$ cat config.mk
export PLATFORM = sky130hd
export DESIGN_NAME = mpt_ctrl
export DESIGN_NICKNAME = d
export VERILOG_FILES = /design/src/mpt_pkg.sv /design/src/mpt_ctrl.sv
export SDC_FILE = /design/constraint.sdc
export NUM_CORES = 1
export LEC_CHECK = 0
export BUFFER_PORTS_ARGS = -buffer_cell sky130_fd_sc_hd__buf_2
export CAP_MARGIN = 20
export CORE_AREA = 8 8 45 47
export CTS_CLUSTER_DIAMETER = 50
export DETAILED_ROUTE_END_ITERATION = 16
export DIE_AREA = 0 0 53 55
export GPL_TIMING_DRIVEN = 0
export RECOVER_POWER = 50
export SYNTH_ARGS = -nofsm -noshare
export SYNTH_HDL_FRONTEND = slang
export SYNTH_SLANG_ARGS = --single-unit
$ cat constraint.sdc
create_clock -name aclk -period 3.7 [get_ports aclk]
set_input_delay 0.185 -clock aclk [delete_from_list [all_inputs] [get_ports aclk]]
set_output_delay 0.185 -clock aclk [all_outputs]
set_load 0.1 [all_outputs]
$ cat src/mpt_pkg.sv
package mpt_pkg;

    // Table depth default
    localparam int SLOTS_DEF = 64;

    // Field widths
    localparam int SLOT_FW = 6;
    localparam int TIME_W  = 32;
    localparam int ID_W    = 16;
    localparam int POL_W   = 2;

    // Stream widths
    localparam int S_TDATA_W = 120;
    localparam int S_TUSER_W = 1;
    localparam int M_TDATA_W = 24;
    localparam int M_TUSER_W = 2;

    // Request tdata bit offsets
    localparam int OFS_SLOT = 0;
    localparam int OFS_RUN  = 6;
    localparam int OFS_CT   = 7;
    localparam int OFS_HINT = 39;
    localparam int OFS_REM  = 71;
    localparam int OFS_ID   = 103;

    // tuser bit positions
    localparam int SU_CMD   = 0;
    localparam int MU_FOUND = 0;
    localparam int MU_FELL  = 1;

    // Request kinds
    localparam logic CMD_WRITE = 1'b0;
    localparam logic CMD_PICK  = 1'b1;

    // Pick policies
    typedef logic [POL_W-1:0] policy_t;
    localparam policy_t POL_RR   = 2'd0;
    localparam policy_t POL_FIFO = 2'd1;
    localparam policy_t POL_SJF  = 2'd2;
    localparam policy_t POL_STCF = 2'd3;

    typedef enum logic [1:0] {
        ST_IDLE,
        ST_SCAN_BEST,
        ST_SCAN_RR,
        ST_RESP
    } state_t;

    // One slot of the task table (runnable flag kept apart)
    typedef struct packed {
        logic [TIME_W-1:0] ctime;
        logic [TIME_W-1:0] hint;
        logic [TIME_W-1:0] rem;
        logic [ID_W-1:0]   id;
    } entry_t;

    // Controller to datapath
    typedef struct packed {
        logic wr_en;
        logic scan_clr;
        logic scan_rr;
        logic scan_run;
        logic eval_best;
        logic best_clr;
        logic res_clr;
        logic res_load_best;
        logic res_load_rr;
        logic fell;
        logic ptr_upd;
        logic out_load;
    } ctl_cmd_t;

    // Datapath to controller
    typedef struct packed {
        logic    scan_done;
        logic    best_found;
        logic    rr_hit;
        logic    out_free;
        policy_t policy;
    } ctl_sts_t;

endpackage

$ cat src/mpt_ctrl.sv
module mpt_ctrl import mpt_pkg::*; (
    input  logic     aclk,
    input  logic     aresetn,
    input  logic     s_tvalid,
    input  logic     s_cmd,
    output logic     s_tready,
    input  ctl_sts_t sts,
    output ctl_cmd_t cmd
);

    state_t state_reg;
    state_t state_next;

    // State register
    always_ff @(posedge aclk) begin
        if (!aresetn) begin
            state_reg <= ST_IDLE;
        end else begin
            state_reg <= state_next;
        end
    end

    // Next state and commands
    always_comb begin
        state_next = state_reg;
        cmd        = '0;
        s_tready   = 1'b0;
        case (state_reg)
            ST_IDLE: begin
                s_tready = 1'b1;
                if (s_tvalid) begin
                    cmd.res_clr = 1'b1;
                    if (s_cmd == CMD_WRITE) begin
                        cmd.wr_en  = 1'b1;
                        state_next = ST_RESP;
                    end else begin
                        cmd.best_clr = 1'b1;
                        cmd.scan_clr = 1'b1;
                        cmd.scan_rr  = (sts.policy == POL_RR);
                        state_next   = (sts.policy == POL_RR) ? ST_SCAN_RR : ST_SCAN_BEST;
                    end
                end
            end
            ST_SCAN_BEST: begin
                cmd.scan_run  = 1'b1;
                cmd.eval_best = 1'b1;
                if (sts.scan_done) begin
                    if (sts.best_found) begin
                        cmd.res_load_best = 1'b1;
                        state_next        = ST_RESP;
                    end else if (sts.policy inside {POL_SJF, POL_STCF}) begin
                        // no hinted task: fall back to round robin
                        cmd.scan_clr = 1'b1;
                        cmd.scan_rr  = 1'b1;
                        state_next   = ST_SCAN_RR;
                    end else begin
                        state_next = ST_RESP;
                    end
                end
            end
            ST_SCAN_RR: begin
                cmd.scan_run = 1'b1;
                if (sts.rr_hit) begin
                    cmd.res_load_rr = 1'b1;
                    cmd.ptr_upd     = 1'b1;
                    cmd.fell        = (sts.policy != POL_RR);
                    state_next      = ST_RESP;
                end else if (sts.scan_done) begin
                    state_next = ST_RESP;
                end
            end
            ST_RESP: begin
                if (sts.out_free) begin
                    cmd.out_load = 1'b1;
                    state_next   = ST_IDLE;
                end
            end
            default: begin
                state_next = ST_IDLE;
            end
        endcase
    end

endmodule

==> metrics.cfg, run 1 <==
[status]
outcome = finished, final reports clean

[detailed_routing]
route.detailed.drc = 0
vias = 351
drt_iter0_markers = 8
first_pass_iters = 4
wire_per_inst_um = 10.9
drt_wl_total_um = 875
ant_nets = 0
via_per_inst = 4.39

[synthesis]
ys_ff_latch = 2
synthCells = 39
syn_area_per_cell_um2 = 7.19
yosys.area.top_type_share_pct = 17.9
yosys_warnings = 0
synth_cell_type_count = 22
synth_area_leaders = ha_1, dfxtp_1, inv_1, nand2b_1, a21oi_1
synth_seq_area_share_pct = 14.3
synth_top_area_cell = ha_1
synth_area_um2 = 280
synth_nets = 53

[critical_path]
cp_slowest_cell = clkbuf_1
r2r_cells = 6
critPathMaxStageDelay_ns = 0.86
cp_max_fo = 5
crit_chain = inv_1 -> ha_1 -> and3_1 -> clkbuf_1
cp_data_arrival_time_ns = 1.89
cp-start-kind = register
end_kind = output pin
required_ns = 3.51
critical_path_class = register to output pin

[placed_design]
io_buffers = 22
dpl.hpwl_um = 736
place_inst = 77
gp_congestion = 0.810

[die]
ios = 23
dieHeight_um = 55
fp.dieArea_um2 = 2920
fp.coreArea_um2 = 1380
rows = 14
die_width_um = 53
start_util_pct = 20.3

[final_layout]
fillers = 166
largest_reg_flops = 2
area_delta_synth_final_pct = 49.6
final_cells = 80
drive_above_1_share_pct = 35.9
diodes = 0
nets = 80

[sta]
skew_ns = 0.00102
timing.fmax_mhz = 482
layout_min_cycle_time_ns = 2.08
max_slew_margin_pct = 22.4
worst_pin_slew_ns = 1.17
period_share_pct = 56.1
report.final.slew_viol_count = 0
setup_viol = 0
rsz0062_at_grt = false
fin_tns_setup_ns = 0
hold_viol = 0

[cts]
cts_setup_buffers = 0
clkLatencyLatePin_ns = 0.22
cts_max_level = 1
cts_tree = yes
clock_path_buffers = 2
clk_pin_slew_worst_paths_ns = 0.03
clock_sinks = 2
ctsResizeCount = 0
clockRootBuffer = clkbuf_4
holdBufCountCts = 0
cts_buffers = 3

[global_routing]
antenna_found_initial = 0
grt_pass1_wl_mm = 1.45
grt_max_degree = 8
grt_pass1_vias = 356
globalRoute.totalOverflow = 0
track_usage_pct = 6.71

[min_path]
holdPathStages = 3
hold_path.class = primary input to register

[job]
drv_cap = 0

## worst max-delay path, delay by kind of cell (launching register included)
kind / cells / cell delay [ns]
buf+inv: 2 / 0.94
flops: 1 / 0.33
fa+ha+maj: 1 / 0.23
simple gates: 1 / 0.17
## logic make-up (layout without fill, tap and decap cells)
| logic type | Yosys count | in the layout | synth area share [%] |
|---|---|---|---|
| adder cells (fa/ha/maj) | 4 | 4 | 17.9 |
| AND/OR/NAND/NOR | 18 | 18 | 38.8 |
| buffers and inverters | 7 | 32 | 10.7 |
| flip-flops | 2 | 2 | 14.3 |
| AO/OA/AOI/OAI | 8 | 8 | 18.3 |
## synth_stat cells
cell      count
and2_1        2
and3_2        1
and2_2        1
buf_4         1
nand2b_1      3
or3_2         1
or4_1         1
and3_1        1
o22ai_2       1
ha_1          4
dfxtp_1       2
a211oi_1      1
nor2_1        1
nand4b_1      1
inv_1         5
clkinv_1      1
nand2_1       3
o22ai_1       1
nor3_1        1
o21ai_0       2
nor2b_1       2
a21oi_1       3
## metrics by stage
stage	util, %	instance area, µm²	setup slack (ns)	hold slack [ns]
floorplan	-	280	0.183	0.317
global placement	29.7	410	2.08	0.433
detailed placement	29.7	410	2.07	0.431
CTS	31.3	433	1.84	0.190
global route	30.3	419	1.52	0.203
finish	30.3	419	1.62	0.201
## layer usage
layer	vias to the layer above	share of wire [%]	GRT usage, %
met4	0	0	5.17
met2	13	48	10.9
li1	184	-	-
met5	-	0	0
met3	0	14	3.48
met1	154	38	6.35
## area by class of cell
cell class	instances	area (µm²)	share of cell area (%)
Inverter	6	22.5	5.37
Multi-Input combinational cell	30	204	48.7
Timing Repair Buffer	22	103	24.5
Tap cell	16	20.0	4.78
Sequential cell	2	40.0	9.55
Clock buffer	3	22.5	5.37
Buffer	1	7.51	1.79
## cell usage in the layout, fill, tap and decap left out, drive strengths merged
cell,Yosys,layout
ha,4,4
nor2b,2,2
or4,1,1
buf,1,17
nand4b,1,1
clkbuf,0,9
nand2b,3,3
nor3,1,1
a21oi,3,3
dfxtp,2,2
and3,2,2
o22ai,2,2
inv,5,5
nor2,1,1
clkinv,1,1
and2,3,3
a211oi,1,1
or3,1,1
nand2,3,3
o21ai,2,2
## path summary, 6_finish.rpt
kind	from	end	slack, ns
hold / removal	aresetn	state_reg[0]	0.20
hold reg to reg	state_reg[0]	state_reg[0]	0.52
setup reg to reg	state_reg[0]	state_reg[0]	2.06
setup / recovery	state_reg[1]	cmd[4]	1.62
Power of run 1 is not shown: default switching activity piles up to over one toggle a cycle in this logic, so the estimate is an artifact.
==> run 2, diff against run 1 <==
Clock period 3.7 ns to 1.7 ns, I/O delays scaled along.
==> run 2 against run 1 <==
Against the previous run: register-to-register slack lost 1.9 ns; non-clock buffer count unchanged; flip-flop and latch count did not move; setup slack worse by 1.5 ns; wire length increased by 0.23%; via count is 4.3% lower; critical path depth grew 1; final cell count unchanged; worst hold slack lost 0.11 ns; largest cell class unchanged; highest routed layer unchanged.
==> metrics.cfg, run 2 (synthesized netlist as in run 1, its figures left out) <==
[sta]
layout_min_cycle_time_ns = 1.61
report.final.slew_viol_count = 0  ; unchanged
setup_viol = 0  ; unchanged
timing.fmax_mhz = 622
rsz0062_at_grt = false
whs_ns = 0.0945  ; -0.107 ns
period_share_pct = 94.6
skew_ns = 0.00188  ; +0.000855 ns
worst_pin_slew_ns = 0.543  ; -0.625 ns
max_slew_margin_pct = 63.9  ; +41 points
hold_viol = 0  ; unchanged

[cts]
cts_setup_buffers = 0  ; unchanged
clkLatencyLatePin_ns = 0.22  ; about the same
holdBufCountCts = 0  ; unchanged
cts_tree = yes
cts_buffers = 3  ; unchanged
clock_path_buffers = 2  ; unchanged
clk_pin_slew_worst_paths_ns = 0.03  ; about the same
clock_sinks = 2  ; unchanged
clockRootBuffer = clkbuf_4
cts_max_level = 1  ; unchanged

[critical_path]
critical_path_class = register to output pin
cp_data_arrival_time_ns = 1.52  ; -0.37 ns
required_ns = 1.62  ; -1.89 ns
cp_max_fo = 4  ; -1
cp-start-kind = register
end_kind = output pin
r2r_slack_ns = 0.13  ; -1.93 ns

[die]
ios = 23  ; unchanged
start_util_pct = 20.3  ; unchanged
rows = 14  ; unchanged
dieHeight_um = 55  ; unchanged
die_width_um = 53  ; unchanged
fp.dieArea_um2 = 2920  ; unchanged
fp.coreArea_um2 = 1380  ; unchanged

[placed_design]
io_buffers = 22  ; unchanged
gp_congestion = 0.772  ; -4.6%
placed_cell_area_um2 = 467  ; +14%

[final_layout]
drive_above_1_share_pct = 65.6  ; +30 points
diodes = 0  ; unchanged
mostFrequentLayoutCell = buf_2
utilization_pct = 35.7  ; +5.4 points
fin_area_um2 = 494  ; +18%
mostFrequentLayoutCells = buf_2, clkbuf_2
nets = 80  ; unchanged
largest_reg_flops = 2  ; unchanged
area_delta_synth_final_pct = 76.3

[min_path]
hold_path.class = primary input to register

[detailed_routing]
wire_per_inst_um = 11.0  ; +0.23%
drt_iter0_markers = 3  ; -5
route.detailed.drc = 0  ; unchanged
via_per_inst = 4.20  ; -4.3%
drt_wl_total_um = 877  ; +0.23%
vias = 336  ; -4.3%
ant_nets = 0  ; unchanged
first_pass_iters = 2  ; -2

[global_routing]
antenna_found_initial = 0  ; unchanged
globalRoute.totalOverflow = 0  ; unchanged
grt_max_degree = 8  ; unchanged
grt_pass1_wl_mm = 1.41  ; -2.4%
track_usage_pct = 6.65  ; -0.058 points
grt_pass1_vias = 357  ; +0.28%

[status]
outcome = finished, final reports clean

[job]
drv_cap = 0  ; unchanged

-- run 2: cell count changes in the layout (fill, tap and decap cells not counted), sizes merged --
cell,previous run,this run
buf,17,16
clkbuf,9,10
-- run 2: critical path, stage by stage (launching register included) --
cell	delay, ns
dfxtp_2	0.33
inv_2	0.07
ha_1	0.20
and2_4	0.16
nor2b_4	0.11
buf_2	0.42
-- run 2: worst paths after layout --
path,from,depth (start not counted),endpoint
hold / removal,aresetn,3,state_reg[1]
setup reg to reg,state_reg[0],6,state_reg[0]
hold reg to reg,state_reg[0],2,state_reg[0]
setup / recovery,state_reg[0],5,cmd[2]
-- run 2: cell type report --
| class | count | area [µm²] |
|---|---|---|
| Buffer | 1 | 7.51 |
| Clock buffer | 3 | 22.5 |
| Fill cell | 160 | 890 |
| Inverter | 6 | 22.5 |
| Multi-Input combinational cell | 30 | 264 |
| Sequential cell | 2 | 42.5 |
| Tap cell | 16 | 20.0 |
| Timing Repair Buffer | 22 | 115 |
-- run 2: metrics by stage --
stage	TNS (ns)	worst slack, ns	instances
floorplan	-0.174	-0.138	39
global placement	0	0.152	77
detailed placement	0	0.118	77
CTS	0	0.0636	80
global route	0	0.0157	80
finish	0	0.0921	80
-- run 2: what timing repair did --
item                                   CTS  global route
setup endpoints to repair                2             0
endpoints found under the hold margin    0             0
resized for setup                        2             0
-- run 2: metal layers --
metal | GRT usage [%] | part of all wire (%) | vias up
met3 | 2.94 | 16 | 0
met5 | 0 | 0 | -
met1 | 5.59 | 34 | 142
met2 | 11.5 | 50 | 14
met4 | 6.47 | 0 | 0
li1 | - | - | 180
Power of run 2 is left out for the same reason.
